`config.mk`:
```
export PLATFORM = sky130hd
export DESIGN_NAME = cartridge_bank_controller
export DESIGN_NICKNAME = d
export VERILOG_FILES = /design/src/sv/cbc_pkg.sv /design/src/sv/cbc_cfg.sv /design/src/sv/cbc_decode.sv /design/src/sv/cartridge_bank_controller.sv
export VERILOG_INCLUDE_DIRS = /design/src /design/src/sv
export SDC_FILE = /design/constraint.sdc
export NUM_CORES = 1
export LEC_CHECK = 0
export ABC_AREA = 1
export BUFFER_PORTS_ARGS = -buffer_cell sky130_fd_sc_hd__buf_2
export CORE_MARGIN = 5
export CORE_UTILIZATION = 47
export CTS_BUF_LIST = sky130_fd_sc_hd__clkbuf_4 sky130_fd_sc_hd__clkbuf_8
export DETAILED_ROUTE_END_ITERATION = 8
export PLACE_DENSITY = 0.94
export SLEW_MARGIN = 15
export SYNTH_ARGS = -nofsm -noshare
export SYNTH_HDL_FRONTEND = slang
export SYNTH_SLANG_ARGS = --single-unit
```
`constraint.sdc`:
```
create_clock -name i_clk -period 1.91 [get_ports i_clk]
set_input_delay 0 -clock i_clk [delete_from_list [all_inputs] [get_ports i_clk]]
set_output_delay 0 -clock i_clk [all_outputs]
set_load 0.005 [all_outputs]
```
`src/sv/assert_macros.svh`:
```
// assertion macros used by the top level rtl file
`ifndef ASSERT_MACROS_SVH
`define ASSERT_MACROS_SVH
`ifndef SYNTH
`define CBC_ASSERT_RST(label, clk, rst_n, prop) \
    label: assert property (@(posedge clk) disable iff (!rst_n) prop) \
        else $error("assertion failed");
`define CBC_ASSERT_ALWAYS(label, clk, prop) \
    label: assert property (@(posedge clk) prop) \
        else $error("assertion failed");
`else
`define CBC_ASSERT_RST(label, clk, rst_n, prop)
`define CBC_ASSERT_ALWAYS(label, clk, prop)
`endif
`endif

```
`src/sv/cbc_pkg.sv`:
```
// shared types and constants of the cartridge bank controller
package cbc_pkg;

    localparam logic [2:0] KIND_NONE = 3'd0;
    localparam logic [2:0] KIND_MBC1 = 3'd1;
    localparam logic [2:0] KIND_MBC2 = 3'd2;
    localparam logic [2:0] KIND_MBC3 = 3'd3;
    localparam logic [2:0] KIND_MBC5 = 3'd4;

    localparam logic [3:0] LOG2_MAX   = 4'd9;
    localparam logic [3:0] LOG2_RESET = 4'd1;

    localparam logic [3:0] TOP_ROMB0 = 4'h2;
    localparam logic [3:0] TOP_ROMB1 = 4'h3;
    localparam logic [3:0] TOP_RAMB0 = 4'h4;
    localparam logic [3:0] TOP_RAMB1 = 4'h5;
    localparam logic [3:0] TOP_MODE0 = 4'h6;
    localparam logic [3:0] TOP_MODE1 = 4'h7;
    localparam logic [3:0] TOP_RAM0  = 4'hA;
    localparam logic [3:0] TOP_RAM1  = 4'hB;

    localparam logic [15:0] RAMG_LAST     = 16'h1FFF;
    localparam logic [6:0]  MBC2_RAM_PAGE = 7'b1010000;
    localparam logic [7:0]  RAMG_KEY      = 8'h0A;

    localparam int REG_ADDR_W = 3;

    typedef struct packed {
        logic [7:0] low_bits;
        logic [1:0] high_bits;
        logic [3:0] ram_sel;
        logic       ram_en;
        logic       mode;
    } t_bank_state;

    typedef struct packed {
        logic       ram_en;
        logic [3:0] ram_sel;
        logic [6:0] rom_bank_low;
        logic [8:0] rom_bank;
        logic       ram_hit;
        logic       claimed;
    } t_result;

endpackage

```
`src/sv/cbc_cfg.sv`:
```
// apb configuration registers: controller kind and rom bank count
module cbc_cfg (
    input  logic                               i_clk,
    input  logic                               i_rst_n,
    input  logic                               psel,
    input  logic                               penable,
    input  logic                               pwrite,
    input  logic [cbc_pkg::REG_ADDR_W-1:0]     paddr,
    input  logic [31:0]                        pwdata,
    output logic [31:0]                        prdata,
    output logic                               pready,
    output logic [2:0]                         o_kind,
    output logic [3:0]                         o_count_log2
);
    import cbc_pkg::*;

    logic [2:0] r_kind;
    logic [3:0] r_log2;
    logic       wr;

    assign wr = psel && penable && pwrite;

    always_ff @(posedge i_clk) begin
        if (!i_rst_n) begin
            r_kind <= KIND_NONE;
            r_log2 <= LOG2_RESET;
        end else if (wr) begin
            if (paddr[2]) begin
                r_log2 <= pwdata[3:0];
            end else begin
                r_kind <= pwdata[2:0];
            end
        end
    end

    assign prdata       = paddr[2] ? {28'd0, r_log2} : {29'd0, r_kind};
    assign pready       = 1'b1;
    assign o_kind       = r_kind;
    assign o_count_log2 = r_log2;

endmodule

```
`src/sv/cbc_decode.sv`:
```
// write decode, next bank state and result fields for one bus access
module cbc_decode (
    input  logic [2:0]           i_kind,
    input  logic [3:0]           i_count_log2,
    input  logic                 i_operation,
    input  logic [15:0]          i_address,
    input  logic [7:0]           i_write_data,
    input  cbc_pkg::t_bank_state i_state,
    output cbc_pkg::t_bank_state o_state,
    output cbc_pkg::t_result     o_result
);
    import cbc_pkg::*;

    logic [2:0]  kind;
    logic [3:0]  top;
    logic [3:0]  lim;
    logic [8:0]  mask;
    logic [7:0]  low_val;
    logic        claimed;
    logic        hit;
    logic        top_ramb;
    logic [9:0]  bank_raw;
    t_bank_state n_st;

    assign kind     = (i_kind > KIND_MBC5) ? KIND_NONE : i_kind;
    assign top      = i_address[15:12];
    assign lim      = (i_count_log2 > LOG2_MAX) ? LOG2_MAX : i_count_log2;
    assign mask     = 9'((10'd1 << lim) - 10'd1);
    assign top_ramb = (top == TOP_RAMB0) || (top == TOP_RAMB1);

    always_comb begin
        case (kind)
            KIND_MBC1: low_val = {3'd0, i_write_data[4:0]};
            KIND_MBC2: low_val = {4'd0, i_write_data[3:0]};
            KIND_MBC3: low_val = {1'b0, i_write_data[6:0]};
            default:   low_val = i_write_data;
        endcase
        if (low_val == 8'd0 && kind != KIND_MBC5) begin
            low_val = 8'd1;
        end
    end

    always_comb begin
        n_st    = i_state;
        claimed = 1'b0;
        if (!i_operation && kind != KIND_NONE) begin
            if ((kind == KIND_MBC5 && top == TOP_ROMB0) ||
                (kind != KIND_MBC5 && (top == TOP_ROMB0 || top == TOP_ROMB1))) begin
                n_st.low_bits = low_val;
                claimed       = 1'b1;
            end else if (kind == KIND_MBC1 && top_ramb) begin
                n_st.high_bits = i_write_data[1:0];
                n_st.ram_sel   = {2'd0, i_write_data[1:0]};
                claimed        = 1'b1;
            end else if (kind == KIND_MBC5 && top == TOP_ROMB1) begin
                n_st.high_bits = {1'b0, i_write_data[0]};
                claimed        = 1'b1;
            end else if (i_address <= RAMG_LAST) begin
                n_st.ram_en = ((i_write_data & RAMG_KEY) == RAMG_KEY);
                claimed     = 1'b1;
            end else if (top_ramb && kind == KIND_MBC3 && i_state.ram_sel[3:2] == 2'd0) begin
                n_st.ram_sel = {2'd0, i_write_data[1:0]};
                claimed      = 1'b1;
            end else if (top_ramb && kind == KIND_MBC5) begin
                n_st.ram_sel = i_write_data[3:0];
                claimed      = 1'b1;
            end else if (kind == KIND_MBC1 && (top == TOP_MODE0 || top == TOP_MODE1)) begin
                n_st.mode = i_write_data[0];
                claimed   = 1'b1;
            end
        end
    end

    always_comb begin
        case (kind)
            KIND_NONE: hit = 1'b0;
            KIND_MBC2: hit = (i_address[15:9] == MBC2_RAM_PAGE);
            default:   hit = (top == TOP_RAM0) || (top == TOP_RAM1);
        endcase
    end

    assign bank_raw = (kind == KIND_MBC5) ? ({n_st.high_bits, 8'd0} | {2'd0, n_st.low_bits})
                                          : ({3'd0, n_st.high_bits, 5'd0} | {2'd0, n_st.low_bits});

    assign o_state               = n_st;
    assign o_result.claimed      = claimed;
    assign o_result.ram_hit      = hit;
    assign o_result.rom_bank     = bank_raw[8:0] & mask;
    assign o_result.rom_bank_low = (kind == KIND_MBC1 && n_st.mode && lim >= 4'd6)
                                   ? ({n_st.high_bits, 5'd0} & mask[6:0]) : 7'd0;
    assign o_result.ram_sel      = n_st.ram_sel;
    assign o_result.ram_en       = n_st.ram_en;

endmodule

```
`src/sv/cartridge_bank_controller.sv`:
```
// top level of the cartridge bank controller
//
// one bus access enters per beat on the slave stream: tuser carries the
// operation (0 write, 1 read), tdata carries address and write byte. each
// access leaves one result beat on the master stream in the cycle after it is
// taken, holding the claim flag, the ram window flag and the bank selection
// as it stands after the access.
// throughput is one access per cycle: the bank registers update at the edge
// that takes the beat, so the next access sees them in the following cycle.
// a single output register holds the result; a new beat is taken whenever
// that register is empty or is being drained in the same cycle, so a stall
// on the master side stops input only while the held beat waits.
// the apb port sets controller kind (offset 0x0) and the log2 rom bank
// count (offset 0x4); write it only while no access is in flight.
// synchronous reset empties the output register, sets the low rom bank
// bits to 1, clears the other bank state and selects no controller with a
// two-bank rom.
module cartridge_bank_controller (
    input  logic        i_clk,
    input  logic        i_rst_n,
    input  logic        i_s_tvalid,
    output logic        o_s_tready,
    input  logic [23:0] i_s_tdata,   // address[15:0], write_data[23:16]
    input  logic        i_s_tuser,   // operation
    output logic        o_m_tvalid,
    input  logic        i_m_tready,
    output logic [23:0] o_m_tdata,   // write_claimed, ram_window_hit, rom_bank[10:2],
                                     // rom_bank_low_area[17:11], ram_bank_out[21:18],
                                     // ram_enabled[22], zero pad
    input  logic        psel,
    input  logic        penable,
    input  logic        pwrite,
    input  logic [cbc_pkg::REG_ADDR_W-1:0] paddr,
    input  logic [31:0] pwdata,
    output logic [31:0] prdata,
    output logic        pready
);
    import cbc_pkg::*;
    `include "assert_macros.svh"

    logic [2:0]  kind;
    logic [3:0]  count_log2;
    logic        acc;
    t_bank_state r_state;
    t_bank_state n_state;
    t_result     res;
    logic        r_valid;
    logic [23:0] r_tdata;

    cbc_cfg u_cfg (
        .i_clk        (i_clk),
        .i_rst_n      (i_rst_n),
        .psel         (psel),
        .penable      (penable),
        .pwrite       (pwrite),
        .paddr        (paddr),
        .pwdata       (pwdata),
        .prdata       (prdata),
        .pready       (pready),
        .o_kind       (kind),
        .o_count_log2 (count_log2)
    );

    cbc_decode u_decode (
        .i_kind       (kind),
        .i_count_log2 (count_log2),
        .i_operation  (i_s_tuser),
        .i_address    (i_s_tdata[15:0]),
        .i_write_data (i_s_tdata[23:16]),
        .i_state      (r_state),
        .o_state      (n_state),
        .o_result     (res)
    );

    assign o_s_tready = !r_valid || i_m_tready;
    assign acc        = i_s_tvalid && o_s_tready;

    always_ff @(posedge i_clk) begin
        if (!i_rst_n) begin
            r_state.low_bits  <= 8'd1;
            r_state.high_bits <= 2'd0;
            r_state.ram_sel   <= 4'd0;
            r_state.ram_en    <= 1'b0;
            r_state.mode      <= 1'b0;
            r_valid           <= 1'b0;
        end else begin
            if (acc) begin
                r_state <= n_state;
                r_valid <= 1'b1;
            end else if (i_m_tready) begin
                r_valid <= 1'b0;
            end
        end
    end

    always_ff @(posedge i_clk) begin
        if (acc) begin
            r_tdata <= {1'b0, res.ram_en, res.ram_sel, res.rom_bank_low,
                        res.rom_bank, res.ram_hit, res.claimed};
        end
    end

    assign o_m_tvalid = r_valid;
    assign o_m_tdata  = r_tdata;

    `CBC_ASSERT_RST(a_read_keeps_state, i_clk, i_rst_n, (acc && i_s_tuser) |=> $stable(r_state))
    `CBC_ASSERT_RST(a_none_keeps_state, i_clk, i_rst_n, (acc && kind == KIND_NONE) |=> $stable(r_state))
    `CBC_ASSERT_RST(a_accept_fills, i_clk, i_rst_n, acc |=> r_valid)
    `CBC_ASSERT_RST(a_read_not_claimed, i_clk, i_rst_n, (acc && i_s_tuser) |=> !r_tdata[0])
    `CBC_ASSERT_ALWAYS(a_reset_state, i_clk, !i_rst_n |=> (r_state.low_bits == 8'd1 && !r_valid))

endmodule
```
# Word-level counts from Yosys, hierarchy flattened
# Index checks and enable logic that the tools add are counted.
[totals]
register_bits = 47
elab_cells = 98
[classes]
addsub = 1
order_cmp = 4
n_eq_ne = 15
shift = 1
n_mux = 31
bitwise = 5
n_reduce_logical = 30
[ops]
columns = ["op", "n"]
rows = [
  ["$mux 8", 3],
  ["$pmux 8 s3", 1],
  ["$mux 4", 5],
  ["$eq 4x3->1 const B", 4],
  ["$le 16x13->1 const B", 1],
  ["$mux 16", 1],
  ["$logic_and 1x1->1", 15],
  ["$mux 1", 14],
  ["$mux 6", 2],
  ["$and 9x9->9", 1],
  ["$mux 9", 1],
  ["$or 9x8->9", 1],
  ["$shl 1x4->9 const A", 1],
  ["$sub 9x1->9 const B", 1],
  ["$eq 4x2->1 const B", 2],
  ["$eq 4x4->1 const B", 2],
  ["$logic_not 8->1", 1],
  ["$or 7x8->8", 1],
  ["$and 7x7->7", 1],
  ["$eq 7x7->1 const B", 1],
  ["$eq 3x2->1 const B", 2],
  ["$logic_or 1x1->1", 6],
  ["$ge 4x3->1 const B", 1],
  ["$gt 4x4->1 const B", 1],
  ["other kinds (15)", 18],
]

# Logic depth before layout (Yosys ltp)
# Gate-level depths: netlist of the first run.
[logic_depth]
depth_word = 15
mapped_depth = 12
mapped_depth_nobuf = 12

# By module
# Synthesis of the first run repeated with hierarchy kept, for this count alone.
[unflattened]
hier_cells = 398
area_unflattened_um2 = 2961.6
[by_module_without_submodules]
columns = ["mod", "instances", "cells_per_inst", "area_each_um2"]
rows = [
  ["cartridge_bank_controller", 1, 133, 1488.9],
  ["cbc_decode", 1, 177, 873.3],
  ["cbc_cfg", 1, 88, 599.3],
]

# Worst setup path after synthesis of the first run
# No wires, ideal clock.
[synth_path]
path_kind = "register -> register"
from = "register r_valid (netlist: o_m_tvalid)"
to = "register r_state[10] (netlist name)"
setup_ns = 0.119
arrival_ns = 1.625
required_time_ns = 1.791
slack_ns = 0.166
path_stages_with_launch = 8
n_path_buf = 1
period_less_slack_ns = 1.744
cell_sequence = "dfxtp_1 nand2_1 nand2_1 inv_1 clkbuf_1 nand3_1 o211ai_1 inv_1"
[synth_via]
elab_chain_len = 3
[synth_lines]
columns = ["element", "line_no", "text"]
rows = [
  ["start, declared", "cartridge_bank_controller.sv:47", "logic r_valid;"],
  ["start signal, assigned", "cartridge_bank_controller.sv:85", "r_valid <= 1'b0;"],
  ["start signal, assigned", "cartridge_bank_controller.sv:89", "r_valid <= 1'b1;"],
  ["start signal, assigned", "cartridge_bank_controller.sv:91", "r_valid <= 1'b0;"],
  ["$logic_not 1->1", "cartridge_bank_controller.sv:75", "assign o_s_tready = !r_valid || i_m_tready;"],
  ["$logic_or 1x1->1", "cartridge_bank_controller.sv:75", ""],
  ["net o_s_tready", "cartridge_bank_controller.sv:22", "output logic o_s_tready,"],
  ["$logic_and 1x1->1", "cartridge_bank_controller.sv:76", "assign acc = i_s_tvalid && o_s_tready;"],
  ["net acc", "cartridge_bank_controller.sv:43", "logic acc;"],
  ["end signal, assigned", "cartridge_bank_controller.sv:88", "r_state <= n_state;"],
  ["end, declared", "cartridge_bank_controller.sv:44", "t_bank_state r_state;"],
]
# The timed path passes the listed nets, and every way through them passes these cells.
# A chain may end at the register's enable or synchronous reset.

==> flow_metrics.tcl, run 1 <==
set metrics [dict create \
    pre_cts_ws_ps 212 \
    cp_slowest_cell "dfxtp_1" \
    io_buffers 51 \
    timing.rr.end "o_m_tdata[6]" \
    die_h_um 82.6 \
    finalHoldViolations 0 \
    die_area_mm2 0.00682 \
    finalPower_uw 2070 \
    via_count 2230 \
    worstSetupPathType "reg -> reg" \
    drt-total-wl_um 5730 \
    rr_startpoint "u_cfg.o_kind[1]" \
    cp-start-kind "flop" \
    ir_worst_vdd_uv 434 \
    gr-total-overflow 0 \
    postLayoutCoreUtil_pct 55.7 \
    holdWs_ps 24.1 \
    areaGrowthSynthToFinish_pct 15.0 \
    cp.required_ps 2010 \
    synth_top_area_share_pct 21.8 \
    fin_setup_tns_ps 0 \
    antenna_found_initial 0 \
    ys_seq_area_share_pct 41.3 \
    io_pins 126 \
    grt_pass1_vias 2168 \
    hold_path_startpoint "i_rst_n" \
    coreArea_mm2 0.00511 \
    viasPerCell 4.80 \
    end_kind "flop" \
    crit_top_cell "nand2_1" \
    yosys-top-cells-count "nand2_1, inv_1, nor2_1" \
    htree_num_levels 2 \
    critPathTopFamily "simple AND/OR/NAND/NOR gates" \
    min-delay-path-class "in -> reg" \
    async_reset_ff_share_pct 0 \
    grt.total_usage_pct 17.8 \
    r2r_slack_ps 120 \
    fin_ws_ps 124 \
    numCtsBuffers 5 \
    critical_path.max_fanout 7 \
    p_leak_uw 0.00144 \
    clock_sinks 42 \
    start_util_pct 48.5 \
    min_period_ps 1790 \
    yosysUniqueCellTypes 33 \
    yosysWarnings 0 \
    place_hpwl_um 4300 \
    remaining_drc_errors 0 \
    cp.arrival_ps 1880 \
    path_cells "nor2_4 > nand3_1 > nand2_1 > inv_1 > nand2_1 > nand2_1 > o21ai_1 > nor3b_1" \
    grt_max_degree 39 \
    rr_worst_depth 8 \
    status "completed" \
    synth_flop_cell "dfxtp_1" \
    routabilityCongestion 0.866 \
    synth_area_leader_cell "edfxtp_1" \
    postSynthAreaPerCell_um2 7.37 \
    period_share_pct 93.5 \
    critPathBufInv 1 \
    first_pass_iters 4 \
    synth_area_leaders "edfxtp_1, dfxtp_1, buf_4" \
    fp-row-count 26 \
    clkSlewWorstSetupHoldPaths_ps 90 \
    hold-path-cell-count 2 \
    synthesis.area_mm2 0.00247 \
    cts_tree "built" \
    setup_viol_count_final 0 \
    rsz0062_at_grt "no" \
    cts-root-buf "clkbuf_8" \
    clk_latency_ps 300 \
    avgRoutedWirePerCell_um 12.3 \
    ctsLongestPathBuffers 2 \
    crit_path_max_incr_delay_ps 410 \
    antenna_cells 0 \
    fin_worst_skew_ps 6.79 \
    grt_first_pass_wirelength_um 9270 \
    synth.most_common_cell "nand2_1" \
    min_to "u_cfg.o_count_log2[0]" \
    slew_violations 0 \
    max_freq_mhz 560 \
    finalNetCount 462 \
    max_cap_violations 0 \
    power_density_mw_per_mm2 728 \
    ys_ff_latch 42 \
    ant_nets 0 \
    drtIter0Drc 186 \
    ctsResizeCount 0 \
    syn_inst 336 \
    synth_edf_count 18 \
    drive_gt1_share_pct 18.7 \
    die_x_um 82.6 \
]
## worst register-to-register path: stages, from the launching register on
cell and delay, ps:
dfxtp_1 410, nor2_4 160, nand3_1 90, nand2_1 120
inv_1 80, nand2_1 180, nand2_1 80, o21ai_1 130
nor3b_1 330
## layout by cell type (no fill, tap or decap), types with 3 or more instances in the layout
master          n
nand2_1        66
buf_2          51
inv_1          43
nor2_1         37
conb_1         35
nand3_1        25
o21ai_0        24
dfxtp_1        24
edfxtp_1       18
a21oi_1        15
o21ai_1         7
clkbuf_8        5
dlygate4sd3_1   5
buf_4           5
nor3_1          4
o211ai_1        3
## metal layers
layer	track usage (%)	part of all wire (%)	wire (µm)
met1	19.5	39	2250
met2	32.2	50	2890
met5	0	0	0
met3	4.45	8.3	473
met4	7.52	2.0	115
## kinds of logic after synthesis
group / after synthesis / synth area share [%]
and+or+nand+nor: 144 / 25.2
adders and majority gates: 1 / 0.505
AOI/OAI and AO/OA: 58 / 13.2
DFF: 42 / 41.3
xor gates and xnor gates: 2 / 0.708
other: 2 / 0.303
buffers and inverters: 87 / 18.8
## timing repair
item | in CTS | in global routing
hold buffers | 5 | 0
setup buffers | 0 | 0
hold endpoints to repair | 6 | 0
## area by class of cell
cell class,count,area [µm²]
fill,488,2260
multi-input combinational,240,1110
sequential,42,1020
timing repair buffer,61,343
inverter,44,165
tap,70,87.6
clock buffer,5,68.8
clock inverter,3,48.8
## where the power goes
part	leakage, µW	internal [µW]	total, µW	switching, µW
sequential	0.000378	996	1030	30.5
combinational	0.00101	121	318	197
clock	0.0000563	398	727	329
total	0.00144	1520	2070	556
## stage by stage
stage | area (µm²) | cells
detailed placement | 2680 | 452
CTS | 2850 | 465
global route | 2850 | 465
finish | 2850 | 465
global placement | 2680 | 452
floorplan | 2600 | 369
## worst max-delay path by stage
| stage | start | endpoint | slack (ps) | depth (start not counted) |
|---|---|---|---|---|
| after global routing | u_cfg.o_count_log2[3] | o_m_tdata[17] | 9 | 9 |
| after floorplan | o_m_tvalid | r_state[10] | 170 | 7 |
| after detailed placement | u_cfg.o_kind[2] | o_m_tdata[16] | 210 | 10 |
| final | u_cfg.o_kind[1] | o_m_tdata[6] | 120 | 8 |
| after global placement | u_cfg.o_kind[1] | o_m_tdata[2] | 260 | 9 |
| after CTS | u_cfg.o_kind[1] | o_m_tdata[6] | 130 | 8 |
## flip-flops by register name, indices dropped and copies added, names as in the netlist
register / cells
o_m_tvalid: 1
u_cfg.o_kind: 3
o_m_tdata: 18
r_state: 16
u_cfg.o_count_log2: 4
Power figures use the tool's default switching activity.
==> run 2, diff against run 1 <==
Settings changed: CORE_ASPECT_RATIO set to 0.8, CTS_CLUSTER_SIZE set to 40.
==> flow_metrics.tcl, run 2 (same netlist as run 1, synthesis figures left out) <==
set metrics [dict create \
    final_cell_mix "nand2_1, buf_2, inv_1, nor2_1, conb_1" \
    max_freq_mhz 567 \
    routabilityCongestion 0.948 \
    critical_path.max_fanout 8 \
    min-delay-path-class "in -> reg" \
    status "completed" \
    finalHoldViolations 0 \
    via_count 2196 \
    clk_latency_ps 290 \
    register_area_mm2 0.00102 \
    min_period_ps 1760 \
    cp-start-kind "flop" \
    drive_gt1_share_pct 18.7 \
    cts_setup_buffers 0 \
    viasPerCell 4.85 \
    postLayoutCoreUtil_pct 55.4 \
    place_hpwl_um 4180 \
    cp.arrival_ps 1890 \
    die_x_um 91.1 \
    cts-root-buf "clkbuf_8" \
    grt_pass1_vias 2011 \
    ir_worst_vdd_uv 413 \
    io_buffers 51 \
    first_pass_iters 5 \
    max_cap_violations 0 \
    drt-total-wl_um 5660 \
    finalNetCount 458 \
    fillers 468 \
    numCtsBuffers 5 \
    grt_max_degree 39 \
    ctsLongestPathBuffers 2 \
    period_share_pct 92.4 \
    cp.required_ps 2040 \
    power_density_mw_per_mm2 693 \
    gr-total-overflow 0 \
    start_util_pct 48.9 \
    antenna_cells 0 \
    largest_reg_flops 18 \
    grt_first_pass_wirelength_um 8900 \
    final_common_cell "nand2_1" \
    io_pins 126 \
    ant_nets 0 \
    p_leak_uw 0.00143 \
    fp-row-count 23 \
    htree_num_levels 2 \
    die_area_mm2 0.00683 \
    setup_viol_count_final 0 \
    multi_input_area_mm2 0.00112 \
    rsz0062_at_grt "no" \
    worstSetupPathType "reg -> reg" \
    end_kind "flop" \
    cts_tree "built" \
    areaGrowthSynthToFinish_pct 13.3 \
    remaining_drc_errors 0 \
    grt.total_usage_pct 16.1 \
    slew_violations 0 \
    antenna_found_initial 0 \
    die_h_um 74.9 \
    clkSlewWorstSetupHoldPaths_ps 80 \
    finalPower_uw 1940 \
    drtIter0Drc 191 \
    coreArea_mm2 0.00506 \
    clock_sinks 42 \
    fin_worst_skew_ps 7.00 \
    fin_setup_tns_ps 0 \
    avgRoutedWirePerCell_um 12.5 \
]
-- run 2: cell types whose count changed in the layout (fill, tap and decap cells not counted) --
cell / before / now
bufinv_16: 1 / 0
buf_4: 5 / 2
nor2_2: 2 / 1
clkbuf_4: 0 / 1
inv_8: 1 / 0
xor2_2: 0 / 1
clkinv_2: 0 / 1
clkbuf_8: 5 / 6
clkinvlp_4: 1 / 0
buf_12: 0 / 1
nor2_4: 1 / 2
dlygate4sd3_1: 5 / 3
xor2_1: 1 / 0
-- run 2: metrics by stage --
step	instance area, µm²	cells	hold WS (ps)	worst slack (ps)
4_1_cts	2790	453	5.33	132
2_1_floorplan	2600	369	102	166
5_1_grt	2800	453	10.7	12.2
6_report	2800	453	7.74	146
3_3_place_gp	2670	442	234	156
3_5_place_dp	2670	442	228	189
-- run 2: final timing paths --
path	slack (ps)	endpoint	start	cells after the start
worst min register to register	490	r_state[8]	r_state[8]	2
worst max register to register	150	o_m_tdata[8]	u_cfg.o_count_log2[3]	9
worst min-delay path	8	o_m_tvalid	i_m_tready	4
worst max-delay path	150	o_m_tdata[8]	u_cfg.o_count_log2[3]	9
-- run 2: power breakdown --
group | leakage, µW | internal [µW] | switching (µW)
Sequential | 0.000378 | 996 | 30.2
Clock | 0.0000517 | 306 | 290
Combinational | 0.000997 | 123 | 198
Total | 0.00143 | 1420 | 518
-- run 2: worst max-delay path, stage by stage (launching register included) --
cell	delay (ps)
dfxtp_1	400
nor2_1	160
inv_1	100
nor2_1	140
inv_1	60
ha_1	210
nand2_1	140
xor2_2	180
inv_1	50
a21oi_1	160
-- run 2: timing repair --
item                                    in CTS  in global routing
gates resized for setup                      0                  2
endpoints found under the hold margin        3                  0
hold buffers                                 3                  0
endpoints found under the setup margin       0                  3
-- run 2: cell type report --
class | count | area share, %
clock inverters | 1 | 0.178
multi-input cells | 240 | 40.1
well taps | 62 | 2.77
repair buffers | 57 | 11.4
flip-flops and latches | 42 | 36.4
inverters | 44 | 5.89
clock buffers | 7 | 3.21
-- run 2: per-layer routing --
metal	vias up	global-route usage [%]	routed length, µm
met1	981	20.1	2330
met5	-	0	0
li1	1115	-	-
met2	89	27.6	2810
met3	11	5.29	449
met4	0	4.07	66
